`config.mk`:
```
export PLATFORM = sky130hd
export DESIGN_NAME = tlpm_alloc
export DESIGN_NICKNAME = d
export VERILOG_FILES = /design/src/rtl/tlpm_alloc.sv
export SDC_FILE = /design/constraint.sdc
export NUM_CORES = 1
export LEC_CHECK = 0
export BUFFER_PORTS_ARGS = -buffer_cell sky130_fd_sc_hd__buf_2
export CAP_MARGIN = 5
export CELL_PAD_IN_SITES_DETAIL_PLACEMENT = 2
export CELL_PAD_IN_SITES_GLOBAL_PLACEMENT = 2
export CORE_AREA = 2 2 39 41
export DETAILED_ROUTE_END_ITERATION = 16
export DIE_AREA = 0 0 41 43
export GPL_TIMING_DRIVEN = 0
export PLACE_DENSITY_LB_ADDON = 0.1
export SYNTH_ARGS = -nofsm -noshare
export SYNTH_HDL_FRONTEND = slang
export SYNTH_SLANG_ARGS = --single-unit
```
`constraint.sdc`:
```
create_clock -name vclk -period 1.9
set_input_delay 0.285 -clock vclk [all_inputs]
set_output_delay 0.285 -clock vclk [all_outputs]
set_load 0.05 [all_outputs]
```
`src/rtl/tlpm_alloc.sv`:
```
// shared pool allocation unit: exhaustion compare and link increment
`timescale 1ns / 1ps
`default_nettype none

module tlpm_alloc #(
    parameter int unsigned CNT_W = 7
) (
    input  wire logic [CNT_W-1:0] i_count,
    input  wire logic [CNT_W-1:0] i_limit,
    output logic                  o_full,
    output logic [CNT_W-1:0]      o_next
);

    assign o_full = (i_count >= i_limit);
    // link of a new table is its number plus one
    assign o_next = i_count + 1'b1;

endmodule

`default_nettype wire

```
# After elaboration in Yosys (flattened, before gate mapping)
# Index checks and enable logic that the tools add are counted.
# totals
regBits	0
input_bits	14
out_inout_bits	8
wordCells	2
# classes
add_sub_neg	1
magnitude_cmp	1
# op_table
op	count
$add 7x1->7 const B	1
$ge 7x7->1	1

# Depth between registers and ports, before layout
# logic_depth
ltp_word	1
depth_mapped	5
ltp_nobuf	5

# Worst setup path before layout
# Ideal clock, no wire load.
# synth_timing
kind	input to output
start	input i_count[0]
end	output o_full
arrival_ns	2.091
required_time_ns	1.615
slack_ns	-0.476
stages	5
path_buffers	0
path_cell_list	inv_1 -> ha_1 -> nand2b_1 -> a31oi_1 -> o21ai_0
# synth_between
elab_chain_cells	1
# synth_rtl
element	line_no	rtl
start, declared	8	input wire logic [CNT_W-1:0] i_count,
$ge 7x7->1	14	assign o_full = (i_count >= i_limit);
end, declared	10	output logic o_full,
# Every way passes these cells.

# Worst setup path after layout
# Same ends and word-level chain as after synthesis.

==> reports/results.md <==
| Metric | Reported | Unit |
| --- | --- | --- |
| Outcome | finished, final reports clean | - |
| Max-slew headroom | 83.4 | % |
| Total power consumption of the routed design | 0.133 | mW |
| Switch share | 67.5 | % |
| Number of DRC violations after detailed-routing iteration 0 | 0 | - |
| Layout clock buffers | 0 | - |
| Remaining Overflow, GRT | 0 | - |
| Synth Area in Compound Gates | 13.9 | % |
| Post_cts resized | 0 | - |
| Unique masters post-synth | 16 | - |
| Basic-gate share of the synthesized area counting and, or, nand and nor cells | 20.7 | % |
| Mux share of post-synthesis cell area | 0 | % |
| Maximum clock rate | 610 | MHz |
| Pin count of the biggest net entering global routing | 6 | - |
| Buffers added on ports | 22 | - |
| Number of I/O pins | 22 | - |
| Comb pwr share | 100.0 | % |
| Total global-route track usage | 8.09 | % |
| Die Ht | 43 | microns |
| Layout cells sized above 1 | 44.6 | % |
| Hold depth | 3 | - |
| Detailed-route wire length per cell | 10.0 | microns |
| Wire length of the first global-routing pass | 1070 | microns |
| Design area | 394 | sq um |
| Synthesized area divided by synthesized cell count | 7.65 | sq um |
| Adder-cell area share of the yosys netlist | 38.5 | % |
| Fill cell instance count of the final layout | 188 | - |
| Post-synthesis xor/xnor area fraction | 16.8 | % |
| Max-slew violations | 0 | - |
| Arrival time worst endpoint | 1.35 | ns |
| Critical path capture point type | primary output | - |
| Count of buffers added by post-CTS timing repair for setup | 0 | - |
| Cell area after placement | 394 | sq um |
| Switching power | 0.0896 | mW |
| Pre-antenna DRT Iters | 1 | - |
| Final-report setup violation count | 0 | - |
| Number of sequential storage elements | 0 | - |
| DRT antenna net count | 0 | - |
| Combinational family with the most area after synthesis | adder cells | - |
| Aggregate negative setup slack | 0 | ns |
| Final critical delay including setup and external delays | 1.64 | ns |
| Total standard cell area after synthesis | 260 | sq um |
| Capturing element of the worst setup path | o_full | - |
| Required time worst endpoint | 1.62 | ns |
| Number of maximum-capacitance constraint violations | 0 | - |
| Static Leak | 0.238 | nW |
| Worst hold path type | in -> out | - |
| Register Area | 0 | sq um |
| Floorplan die area | 1760 | sq um |
| Start point of the critical path | i_count[0] | - |
| Number of hold-repair buffers added at the cts stage | 0 | - |
| Power per Cell Area | 337 | nW/um^2 |
| Final nets | 80 | - |
| Sum of net half-perimeters after detailed placement | 696 | microns |
| Start-to-end type of the worst setup path | in -> out | - |
| Warning count from the yosys run | 0 | - |
| Vias in the first global route | 272 | - |
| Number of vias after detailed routing | 321 | - |
| Antenna violations before repair | 0 | - |
| Starting utilization of the core area | 18.8 | % |
| Power share of the clock group | 0 | % |
| Synthesis-to-layout area growth | 51.4 | % |
| Mapped Cells | 34 | - |
| Number of placed cells counting well taps | 72 | - |
| Portion of the clock cycle consumed by the worst path in the final layout | 86.2 | % |
| Unrepaired setup endpoints after global routing | no | - |
| Area of the multi-input gates | 238 | sq um |
| Final cell count without fillers | 72 | - |
| Die Span X | 41 | microns |
| Final GP Congestion | 0.633 | - |
| Worst Max-Slew Pin Slew | 0.250 | ns |
| Number of failing hold endpoints at the final stage | 0 | - |
| Ant. Diodes | 0 | - |
| Floorplan row count | 14 | - |
| Fraction of the yosys area taken by sequential cells | 0 | % |
| Floorplan core area | 1380 | sq um |
| Share of power burned in registers | 0 | % |
| DR vias/cell | 4.46 | - |
| Post-synth net total | 56 | - |
| Internal Pwr Total | 0.0431 | mW |
| Critical Path Source Type | input pin | - |
| Worst-path fanout max | 4 | - |
| Total DRC errors in the routed layout | 0 | - |
| DRT Wirelength | 720 | microns |
| VDD IR max | 0.0869 | mV |
[Yosys cell counts, types with 2 or more instances]
cell type | number | share of area [%]
sky130_fd_sc_hd__xor2_1 | 2 | 6.7
sky130_fd_sc_hd__a21oi_1 | 2 | 3.8
sky130_fd_sc_hd__ha_1 | 8 | 38
sky130_fd_sc_hd__xnor2_1 | 3 | 10
sky130_fd_sc_hd__inv_1 | 7 | 10
sky130_fd_sc_hd__nand3_1 | 2 | 3.8
[power groups by stage]
stage | sequential [mW] | combinational, mW | clock [mW]
floorplan | 0 | 0.0938 | 0
global placement | 0 | 0.134 | 0
detailed placement | 0 | 0.136 | 0
CTS | 0 | 0.136 | 0
global route | 0 | 0.145 | 0
finish | 0 | 0.133 | 0
[metal layers]
layer / GRT usage [%] / routed length, microns / share of wire, %
met5: 0 / 0 / 0
met4: 0 / 0 / 0
met3: 0 / 56 / 7.8
met2: 16.3 / 399 / 55
met1: 9.18 / 264 / 37
[cell usage in the layout (no fill, tap or decap)]
cell type,Yosys,final
sky130_fd_sc_hd__a21oi_1,2,2
sky130_fd_sc_hd__xnor2_1,3,3
sky130_fd_sc_hd__xor2_1,2,2
sky130_fd_sc_hd__inv_1,7,7
sky130_fd_sc_hd__nand2_1,1,1
sky130_fd_sc_hd__a31oi_1,1,1
sky130_fd_sc_hd__and3_1,1,1
sky130_fd_sc_hd__buf_2,0,22
sky130_fd_sc_hd__nand3_2,1,1
sky130_fd_sc_hd__nand2b_1,1,1
sky130_fd_sc_hd__o21a_1,1,1
sky130_fd_sc_hd__o21ai_2,0,1
sky130_fd_sc_hd__nand4_1,1,1
sky130_fd_sc_hd__nand3_1,2,2
sky130_fd_sc_hd__a21o_1,1,1
sky130_fd_sc_hd__ha_1,8,8
sky130_fd_sc_hd__and3_4,1,1
[area by class of cell]
type / instances / area share (%)
inverters: 7 / 6.67
multi-input cells: 27 / 60.3
well taps: 16 / 5.08
repair buffers: 22 / 27.9
[worst min-delay path by stage]
| stage | end | startpoint |
|---|---|---|
| 4_1_cts | o_next[6] | i_count[6] |
| 3_3_place_gp | o_next[6] | i_count[6] |
| 5_1_grt | o_next[6] | i_count[6] |
| 3_5_place_dp | o_next[6] | i_count[6] |
| 6_report | o_next[6] | i_count[6] |
| 2_1_floorplan | o_next[0] | i_count[0] |
[per-stage QoR]
stage          utilization [%]  worst slack (ns)  hold WS [ns]
2_1_floorplan                -            0.0865         0.756
3_3_place_gp              28.5             0.235         0.934
3_5_place_dp              28.5             0.235         0.939
4_1_cts                   28.5             0.233         0.940
5_1_grt                   28.5             0.168         0.951
6_report                  28.5             0.262         0.934
[critical path: stages]
cell and delay [ns]:
sky130_fd_sc_hd__buf_2 0.11, sky130_fd_sc_hd__inv_1 0.05, sky130_fd_sc_hd__ha_1 0.27, sky130_fd_sc_hd__nand2b_1 0.14
sky130_fd_sc_hd__a31oi_1 0.20, sky130_fd_sc_hd__o21ai_2 0.08, sky130_fd_sc_hd__buf_2 0.21
[cells by family (layout without fill, tap and decap cells)]
kind of cell,count (synthesis),after routing
compound gates,6,6
xor+xnor,5,5
fa+ha+maj,8,8
buf+inv,7,29
simple gates,8,8
Note: power is estimated with default switching activity, not from simulation.
