<file path="src/rtl/tlpm_pkg.sv">
// shared types and constants for the three-level page table mapper
`timescale 1ns / 1ps
`default_nettype none

package tlpm_pkg;

    // index split of a virtual page number, 4k pages
    localparam int unsigned TOP_BITS  = 7;
    localparam int unsigned MID_BITS  = 7;
    localparam int unsigned LEAF_BITS = 6;
    localparam int unsigned PAGE_BITS = 12;

    localparam logic [31:0] INVALID_DESC = 32'hDEAD0000;

    // descriptor bit positions
    localparam int unsigned DESC_WP_BIT     = 2;
    localparam int unsigned DESC_CM_LSB     = 5;
    localparam int unsigned DESC_CI_BIT     = 6;
    localparam int unsigned DESC_SUPER_BIT  = 7;
    localparam int unsigned DESC_GLOBAL_BIT = 10;

    // cache modes
    localparam logic [1:0] CM_WRITETHROUGH   = 2'd0;
    localparam logic [1:0] CM_COPYBACK       = 2'd1;
    localparam logic [1:0] CM_INHIBIT_SERIAL = 2'd2;
    localparam logic [1:0] CM_NONSERIALIZED  = 2'd3;

    // mmu kinds
    localparam logic [1:0] MMU_NONE = 2'd0;
    localparam logic [1:0] MMU_030  = 2'd1;
    localparam logic [1:0] MMU_040  = 2'd2;
    localparam logic [1:0] MMU_060  = 2'd3;

    // operations
    localparam logic OP_MAP    = 1'b0;
    localparam logic OP_LOOKUP = 1'b1;

    // result status codes
    localparam logic [1:0] STATUS_OK        = 2'd0;
    localparam logic [1:0] STATUS_NO_MMU    = 2'd1;
    localparam logic [1:0] STATUS_EXHAUSTED = 2'd2;

    typedef struct packed {
        logic        op;
        logic [19:0] virt_page;
        logic [19:0] phys_page;
        logic        make_invalid;
        logic        write_protect;
        logic        supervisor_only;
        logic [1:0]  cache_mode;
        logic        single_page_region;
    } t_item;

    typedef struct packed {
        logic [31:0] descriptor;
        logic [1:0]  status;
    } t_result;

    typedef struct packed {
        logic top_we;
        logic mid_we;
        logic leaf_we;
    } t_store_we;

    typedef enum logic [1:0] {
        ST_IDLE,
        ST_TOP,
        ST_MID,
        ST_LEAF
    } t_state;

endpackage

`default_nettype wire

</file>
<file path="src/rtl/tlpm_desc.sv">
// page descriptor builder for 68030 and 68040/060 formats
`timescale 1ns / 1ps
`default_nettype none

module tlpm_desc (
    input  wire logic [1:0]     i_mmu_kind,
    input  wire tlpm_pkg::t_item i_item,
    input  wire logic [31:0]    i_old,
    output logic [31:0]         o_desc
);

    logic       zero_single;
    logic       keep;
    logic [1:0] old_cm;

    assign zero_single = (i_item.virt_page == '0) && i_item.single_page_region;
    assign keep        = (i_old[1:0] != 2'b00);
    assign old_cm      = i_old[tlpm_pkg::DESC_CM_LSB +: 2];

    always_comb begin
        o_desc = {i_item.phys_page, {tlpm_pkg::PAGE_BITS{1'b0}}};
        if (i_item.make_invalid) begin
            if (zero_single) begin
                // zero page becomes a protected serialised page
                o_desc[tlpm_pkg::DESC_WP_BIT]            = 1'b1;
                o_desc[tlpm_pkg::DESC_CM_LSB +: 2]       = tlpm_pkg::CM_INHIBIT_SERIAL;
            end else begin
                o_desc = tlpm_pkg::INVALID_DESC;
            end
        end else if (i_mmu_kind == tlpm_pkg::MMU_030) begin
            o_desc[0] = 1'b1;
            o_desc[tlpm_pkg::DESC_WP_BIT] = i_item.write_protect
                || (keep && i_old[tlpm_pkg::DESC_WP_BIT]);
            o_desc[tlpm_pkg::DESC_CI_BIT] = (i_item.cache_mode >= tlpm_pkg::CM_INHIBIT_SERIAL)
                || (keep && i_old[tlpm_pkg::DESC_CI_BIT]);
        end else begin
            o_desc[1:0] = 2'b11;
            o_desc[tlpm_pkg::DESC_WP_BIT] = i_item.write_protect
                || (keep && i_old[tlpm_pkg::DESC_WP_BIT]);
            o_desc[tlpm_pkg::DESC_SUPER_BIT] = i_item.supervisor_only
                || (keep && i_old[tlpm_pkg::DESC_SUPER_BIT]);
            // keep the less cached mode
            o_desc[tlpm_pkg::DESC_CM_LSB +: 2] = (!keep || (i_item.cache_mode > old_cm))
                ? i_item.cache_mode : old_cm;
            o_desc[tlpm_pkg::DESC_GLOBAL_BIT] = !zero_single;
        end
    end

endmodule

`default_nettype wire

</file>
<file path="config.mk">
export PLATFORM = sky130hd
export DESIGN_NAME = tlpm_desc
export DESIGN_NICKNAME = d
export VERILOG_FILES = /design/src/rtl/tlpm_pkg.sv /design/src/rtl/tlpm_desc.sv
export SDC_FILE = /design/constraint.sdc
export NUM_CORES = 1
export LEC_CHECK = 0
export CAP_MARGIN = 20
export CORE_AREA = 8 8 45 47
export DETAILED_ROUTE_END_ITERATION = 10
export DIE_AREA = 0 0 53 55
export DONT_BUFFER_PORTS = 1
export PLACE_DENSITY_LB_ADDON = 0.08
export SLEW_MARGIN = 20
export SYNTH_ARGS = -nofsm -noshare
export SYNTH_HDL_FRONTEND = slang
export SYNTH_SLANG_ARGS = --single-unit
</file>
<file path="constraint.sdc">
create_clock -name vclk -period 3.4
set_input_delay 0.51 -clock vclk [all_inputs]
set_output_delay 0.51 -clock vclk [all_outputs]
set_load 0.02 [all_outputs]
</file>
## After elaboration in Yosys (flattened, before gate mapping)

Index checks and enable logic that the tools add are counted.
Widths: inputs -> output; s select.

- Register bits: 0
- Memories: 0
- Bits in latches: 0
- Input bits: 81
- RAM bits: 0
- ROM bits: 0

- Eq/ne operators: 1
- $add $sub $neg: 0
- Mux-type cells: 14
- Multiply operators: 0
- Reduce and logical (&&, ||, !) cells: 12
- Bitwise gates (word level): 0
- Shift operators: 0
- $lt $le $gt $ge: 2
- Div/mod/pow operators: 0

Operator list:

| operator | count |
|---|---|
| $mux 25 | 1 |
| $mux 21 | 1 |
| $logic_not 20->1 | 1 |
| $mux 1 | 7 |
| $mux 2 | 3 |
| $mux 3 | 2 |
| $logic_and 1x1->1 | 4 |
| $logic_or 1x1->1 | 4 |
| $eq 2x1->1 const B | 1 |
| $ge 2x2->1 const B | 1 |
| $gt 2x2->1 | 1 |
| $logic_not 1->1 | 2 |
| $reduce_bool 2->1 | 1 |

## Longest topological paths before layout

Gate-level depths: netlist (run 1).

- Depth after elaboration: 6
- Gate-level depth with buffers: 6
- Depth with buffers taken out: 6

## Least setup slack after synthesis (run 1)

OpenSTA, ideal clock, no wires.

- Path kind: input -> output
- Start: input i_item[38] (netlist name)
- End: output o_desc[6]
- Buffers on the path: 1
- Arrival: 1.766 ns
- Stages on the path: 5
- Slack: 1.124 ns
- Cells stage by stage: nor4_2 nand2_1 o31ai_4 buf_6 nor4b_2

- Longest elaborated chain between the ends: 4

Ends and longest elaborated chain:

| item | RTL line | RTL |
|---|---|---|
| start, declared | tlpm_desc.sv:7 | `input wire tlpm_pkg::t_item i_item,` |
| $logic_not 20->1 | tlpm_desc.sv:16 | `assign zero_single = (i_item.virt_page == '0) && i_item.single_page_region;` |
| $logic_and 1x1->1 | tlpm_desc.sv:16 |  |
| $mux 2 | tlpm_desc.sv:23 | `if (zero_single) begin` |
| $mux 3 | tlpm_desc.sv:22 | `if (i_item.make_invalid) begin` |
| end, declared | tlpm_desc.sv:9 | `output logic [31:0] o_desc` |

Every way passes these cells.

## Worst setup path in the final report (run 1)

- Start: input i_old[6]
- End: output o_desc[6]

- Longest elaborated chain between the ends: 5
- Elaborated cells on any way between the ends: 7
- Those cells by class: order compare: 1; mux: 3; reduce/logical: 3

Ends and longest elaborated chain:

| item | RTL line | RTL |
|---|---|---|
| start, declared | tlpm_desc.sv:8 | `input wire logic [31:0] i_old,` |
| $gt 2x2->1 | tlpm_desc.sv:43 | `o_desc[tlpm_pkg::DESC_CM_LSB +: 2] = (!keep \|\| (i_item.cache_mode > old_cm))` |
| $logic_or 1x1->1 | tlpm_desc.sv:43 |  |
| $mux 2 | tlpm_desc.sv:44 | `? i_item.cache_mode : old_cm;` |
| $mux 1 (*) | tlpm_desc.sv:30 | `end else if (i_mmu_kind == tlpm_pkg::MMU_030) begin` |
| $mux 3 (*) | tlpm_desc.sv:22 |  |

Mark *: on every way between the ends. The rest lies on a longest branch, timed or not.

==> results of run 1 <==
==> kinds of logic after synthesis <==
family | after synthesis
simple gates | 44
compound gates | 7
other cells | 1
fa+ha+maj | 2
buf+inv | 12
==> synth_stat cells (2+ instances only) <==
master | number | area share
sky130_fd_sc_hd__nor2_1 | 4 | 0.035
sky130_fd_sc_hd__a21oi_1 | 2 | 0.023
sky130_fd_sc_hd__nand2_1 | 5 | 0.043
sky130_fd_sc_hd__nor2b_1 | 2 | 0.029
sky130_fd_sc_hd__or2_2 | 2 | 0.029
sky130_fd_sc_hd__or2b_1 | 2 | 0.035
sky130_fd_sc_hd__ha_1 | 2 | 0.058
sky130_fd_sc_hd__and2_1 | 9 | 0.13
sky130_fd_sc_hd__inv_1 | 4 | 0.035
sky130_fd_sc_hd__buf_4 | 5 | 0.087
sky130_fd_sc_hd__nor4_1 | 3 | 0.043
sky130_fd_sc_hd__nor3_1 | 3 | 0.035
sky130_fd_sc_hd__nand2b_1 | 9 | 0.13
==> worst max-delay path by stage <==
stage / depth (start not counted) / slack [ns] / end
after CTS: 6 / 0.97 / o_desc[6]
after global placement: 6 / 0.98 / o_desc[6]
after floorplan: 5 / 1.12 / o_desc[6]
after global routing: 5 / 0.79 / o_desc[6]
final: 6 / 0.98 / o_desc[6]
after detailed placement: 5 / 0.98 / o_desc[6]
==> layout make-up <==
cell class | instances | area, um2
multi-input combinational | 58 | 374
timing repair buffer | 1 | 7.51
fill | 151 | 967
inverter | 4 | 15.0
tap | 16 | 20.0
==> power groups by stage <==
| stage | clock network, uW | logic, uW | registers, uW |
|---|---|---|---|
| after CTS | 0 | 65.8 | 0 |
| after global routing | 0 | 70.5 | 0 |
| after global placement | 0 | 65.6 | 0 |
| after floorplan | 0 | 65.2 | 0 |
| after detailed placement | 0 | 65.6 | 0 |
| final | 0 | 65.0 | 0 |
==> layer usage <==
layer | track usage | share of wire | vias up
li1 | - | - | 204
met1 | 0.0950 | 0.37 | 171
met2 | 0.0996 | 0.45 | 49
met3 | 0.0214 | 0.18 | 0
met4 | 0 | 0 | 0
met5 | 0 | 0 | -
==> metrics by stage <==
stage,instance area [um2],power [uW],utilization
3_3_place_gp,417,65.6,0.301
2_1_floorplan,447,65.2,-
6_report,417,65.0,0.301
3_5_place_dp,417,65.6,0.301
5_1_grt,417,70.5,0.301
4_1_cts,417,65.8,0.301
==> run summary, run 1 <==
The run finished with clean final reports. From synthesis to final layout, the design area changed by -3.48%. The worst slack after detailed placement was 0.977 ns.

Setup repair after global routing left no endpoint under its margin. Entering global routing, the biggest net connects 23 pins. Summed over all cells, the static leakage comes to 0.000169 uW.

After detailed routing, the average wire length per cell comes to 18.9 um. The transition time of the tightest slew-check pin is 0.582 ns, and the horizontal die dimension is 53 um. The portion of total power attributed to sequential cells was 0. In the finished layout, the clock tree contains a buffer count of 0.

The number of stages on the worst hold path works out to 1. The tools report the number of antenna-violating nets in the routed design as 0. Relative contribution of the clock network to total power: 0. Kind of cell adding the most delay to the critical path: simple AND/OR/NAND/NOR gates. On the worst path, the slowest cell contributes a delay of 0.53 ns. The worst path meets setup with 0.981 ns of slack. The internal power of the cells was 18.0 uW; the wire length of the first global-routing pass was 1580 um. Leaving out filler cells and counting taps, the final layout contains 79. The count of synthesis-stage warnings from yosys is 0. The final layout contains 148 nets.

The sum of buffers and inverters on the critical path was 1; the post-synthesis adder-cell area fraction was 0.0580. Synthesized-area fraction occupied by ao, oa, aoi and oai cells: 0.145. During I/O placement, the number of pins put on the boundary was 113. The number of slew-limit violations in the final report is 0, and the number of endpoints failing setup at the final stage is 0.

Across the whole layout, storage elements account for 0 um2. The run gives 0.413 GHz as the highest clock rate. The number of instances in the synthesized netlist is 66.

In this run, the number of DRC markers left after iteration 0 of detailed routing was 3. After legalization and detailed placement, the total HPWL measured 1400 um. The die covers 2920 um2. For this run, design rule violations remaining after detail routing come to 0. Cell at the slowest stage of the critical path: sky130_fd_sc_hd__nor4b_2.

The post-synthesis mux area share was 0. The number of hold-slack violations in the final timing report was 0. The initialized floorplan defines 14 standard-cell rows.

In this run the power density over the cells is 156 nW/um2. The first detailed-routing pass ran for 4 iterations. Switching share of power: 0.723. STA classifies the critical path endpoint as an output port.

The net switching power figure is 47.0 uW, and the highest ir drop seen on vdd is 0.0000568 V. For hold timing, the worst endpoint is o_desc[0]. The worst setup path is launched from an input pin.

At the worst endpoint, the required time is 2.89 ns. The logic gate share of total power was 1.000. Max-cap violations in this run came to 0. The run gives 0 as the setup fix buffers added after clock tree synthesis. The final critical-path share of the clock period was 0.712; the critical path arrival was 1.91 ns.

Of all nets on the critical path, the largest fanout is 4. The tools report the antenna cell count as 0. The mean instance size in the synthesized netlist is 6.54 um2. Sequential cells placed in the final layout were counted as 0. The share of post-route cells with drive strength above 1 came out at 0.111.

The shortest period the worst path allows was 2.42 ns; the floorplan core area was 1380 um2. For the hold-fix buffer count after cts, the log shows 0. The synthesized-area fraction occupied by and/or/nand/nor cells was 0.620. Dominant combinational cell family by area after synthesis: simple AND/OR/NAND/NOR gates. The post-detailed-route via-to-cell ratio was 5.37; the count of buffers from port buffering was 0. Sum of routed wire length over all layers: 1490 um.

From bottom edge to top edge, the die measures 55 um. Worst slew slack as a fraction of its limit: 0.611. The worst hold path begins at i_item[5]. In the final timing run, aggregate negative setup slack is 0 ns. The critical path is of the input pin to output port type. The starting density of the core is 0.312, and the final RePlAce weighted congestion is 0.599. Traced cell by cell, the critical path runs through inv_1 > ha_1 > nor2b_1 > o21ai_0 > nor4_1 > nor4b_2. The post-synthesis share of cell area spent on xor and xnor gates was 0; the post-synthesis sequential area ratio was 0.

After synthesis the cells add up to 432 um2. In this run, placement finished with an instance count of 79. The path class of the tightest hold or removal check is input pin to output port. The run gives 0 as the initial antenna violation count. The via count of the first global-routing pass is 367. Overall fraction of global-route tracks in use: 0.0665.

The most critical setup path has its startpoint at i_old[6]. Leaving out fill and tap cells, the most frequent cells in the layout are 9 x sky130_fd_sc_hd__nand2b_1, 9 x sky130_fd_sc_hd__and2_1, 5 x sky130_fd_sc_hd__nand2_1, 5 x sky130_fd_sc_hd__conb_1. Yosys mapped the design onto 27 distinct sky130hd cell types. The remaining global-route overflow is 0. The number of vias in the routed layout is 424. The tools report the worst slack on hold paths as 1.11 ns. The number of gates resized after CTS was 0.
Note: power is estimated with default switching activity, not from simulation.
==> run 2, diff against run 1 <==
clock period = 2.5 ns   (was 3.4 ns; I/O delays follow)
==> run 2 against run 1 <==
Against the previous run: combinational power grew 39%; critical path depth shrank 1; global-route usage grew 0.44 points; cell count grew 1.3%; first-iteration DRC count shrank 33%; wire length grew 1.2%; worst setup slack lost 0.57 ns.
==> run summary, run 2 (same netlist as run 1, synthesis figures left out) <==
The flow ran to the end, and the final reports show no timing, DRC or antenna violations. The net count of the finished layout is 149. Among all stages on the critical path, the largest delay is contributed by sky130_fd_sc_hd__o31ai_4. The routed wirelength normalized by instance count was 18.9 um; the shortest period the worst path allows was 2.09 ns.

The tools report the portion of total power attributed to sequential cells as 0. The worst setup path is of the input pin to output port kind. The y dimension of the die was 55 um.

The tools report the number of DRC markers in iteration 0 as 2. STA classifies the critical path startpoint as an input pin. Max-cap check violation count: 0. The run gives 0 as the number of slew-limit violations in the final report.

Global routing finished with a remaining overflow of 0. Switching share of power: 0.708. The run gives 2.12 ns as the required arrival time at the worst endpoint. The starting density of the core was 0.312; the via count of the first global-routing pass was 412. In this run the worst path has a maximum fanout of 12. Placed wire-length estimate: 1450 um. The sequential cells in the finished layout cover a total of 0 um2. During placement, the flow inserted port buffers numbering 0. The run gives 0 as the number of hold-slack violations in the final timing report.

The internal portion of the total power is 26.3 uW. Initial antenna violation count: 0. After routing, the total negative slack on setup checks comes to 0 ns. The tools report the highest ir drop seen on vdd as 0.0000579 V.

The number of sequential cells in the layout is 0, and the worst slack after detailed placement is 0.375 ns. For the floorplan core area, the log shows 1380 um2. For this run, design rule violations remaining after detail routing come to 0. The clock buffer count in the final layout was 0; the highest clock rate was 0.479 GHz. The library cells used most frequently in the layout, excluding fill and tap cells, are 9 x sky130_fd_sc_hd__nand2b_1, 9 x sky130_fd_sc_hd__and2_1, 5 x sky130_fd_sc_hd__nand2_1, 5 x sky130_fd_sc_hd__conb_1. For this design the ratio of total power to cell area is 213 nW/um2. The logic gate share of total power is 1.000, and the layout-stage area growth over the synthesis result is -1.74%. The wire length of the first global-routing pass came out at 1700 um.

113 I/O pins were placed. The worst hold path begins at i_item[5]. The logs give 0.607 for the final RePlAce weighted congestion and 0 for the antenna cell count. The post-detailed-route via-to-cell ratio came out at 5.36.

For this design, the CTS-stage hold fixing added 0 buffers. The share of post-route cells with drive strength above 1 is 0.125, and the number of antenna-violating nets in the routed design is 0. Worst stage delay on the critical path: 0.43 ns. In this run the worst setup path begins at i_item[29].

The first detailed-routing pass ran for 2 iterations. Destination of the critical timing path: o_desc[29]. The number of vias in the routed layout was 429; the overall die area was 2920 um2. The total instance count after detailed placement is 80, and the final critical-path share of the clock period is 0.835. The run gives 0.0708 as the overall fraction of global-route tracks in use. The count of cells in the finished layout, fillers not included, comes to 80. The run gives 0 as the setup fix buffers added after clock tree synthesis. Walking the worst path, the cells encountered are nor4_1 > nand2_1 > o31ai_4 > buf_4 > and2_1.

The tools report the final core utilization as 0.307. The worst setup path is captured at an output port. After detailed routing, the total wire length is 1510 um.

The logs give 0.000174 uW for the static leakage power and 63.9 uW for the net switching power figure. Setup repair after global routing left no endpoint under its margin. The logs give 0 for the post-cts sizing count and 14 for the number of standard-cell rows in the floorplan.

Relative contribution of the clock network to total power: 0. The die is 53 um wide. In this run the worst hold path is classified as input pin to output port.

Entering global routing, the biggest net connects 13 pins. In the post-route analysis, the smallest setup slack over all paths is 0.412 ns. Setup violations remaining at the end of the flow were counted as 0. The critical path arrival is 1.71 ns.
## run 2: cell types whose count changed in the layout (fill, tap and decap cells not counted), sizes merged
cell,before,now
buf,1,2
## run 2: cell type report
cell class | instances | area, um2
fill | 158 | 960
multi-input combinational | 58 | 374
tap | 16 | 20.0
timing repair buffer | 2 | 15.0
inverter | 4 | 15.0
## run 2: how the worst min path moves through the flow
stage / end / cells past startpoint / slack, ns
floorplan: o_desc[0] / 1 / 0.83
global placement: o_desc[0] / 1 / 0.83
detailed placement: o_desc[0] / 1 / 0.83
CTS: o_desc[0] / 1 / 0.83
global route: o_desc[0] / 1 / 0.84
finish: o_desc[0] / 1 / 0.83
## run 2: layer usage
| layer | wire [um] | track usage | share of wire | up-vias |
|---|---|---|---|---|
| li1 | - | - | - | 207 |
| met1 | 558 | 0.0950 | 0.37 | 173 |
| met2 | 696 | 0.119 | 0.46 | 49 |
| met3 | 254 | 0.0160 | 0.17 | 0 |
| met4 | 0 | 0 | 0 | 0 |
| met5 | 0 | 0 | 0 | - |
## run 2: power groups by stage
stage	clock network [uW]	logic, uW	registers [uW]
4_1_cts	0	91.5	0
2_1_floorplan	0	88.6	0
3_3_place_gp	0	91.3	0
3_5_place_dp	0	91.5	0
6_report	0	90.2	0
5_1_grt	0	98.6	0
## run 2: per-stage QoR
| stage | hold WS [ns] | total power, uW | area [um2] |
|---|---|---|---|
| 3_3_place_gp | 0.835 | 91.3 | 424 |
| 6_report | 0.832 | 90.2 | 424 |
| 2_1_floorplan | 0.827 | 88.6 | 447 |
| 4_1_cts | 0.833 | 91.5 | 424 |
| 5_1_grt | 0.839 | 98.6 | 424 |
| 3_5_place_dp | 0.833 | 91.5 | 424 |
## run 2: worst max-delay path: cells and delay by family
family / cells / cell delay [ns]
buf+inv: 1 / 0.24
simple gates: 3 / 0.66
compound gates: 1 / 0.43
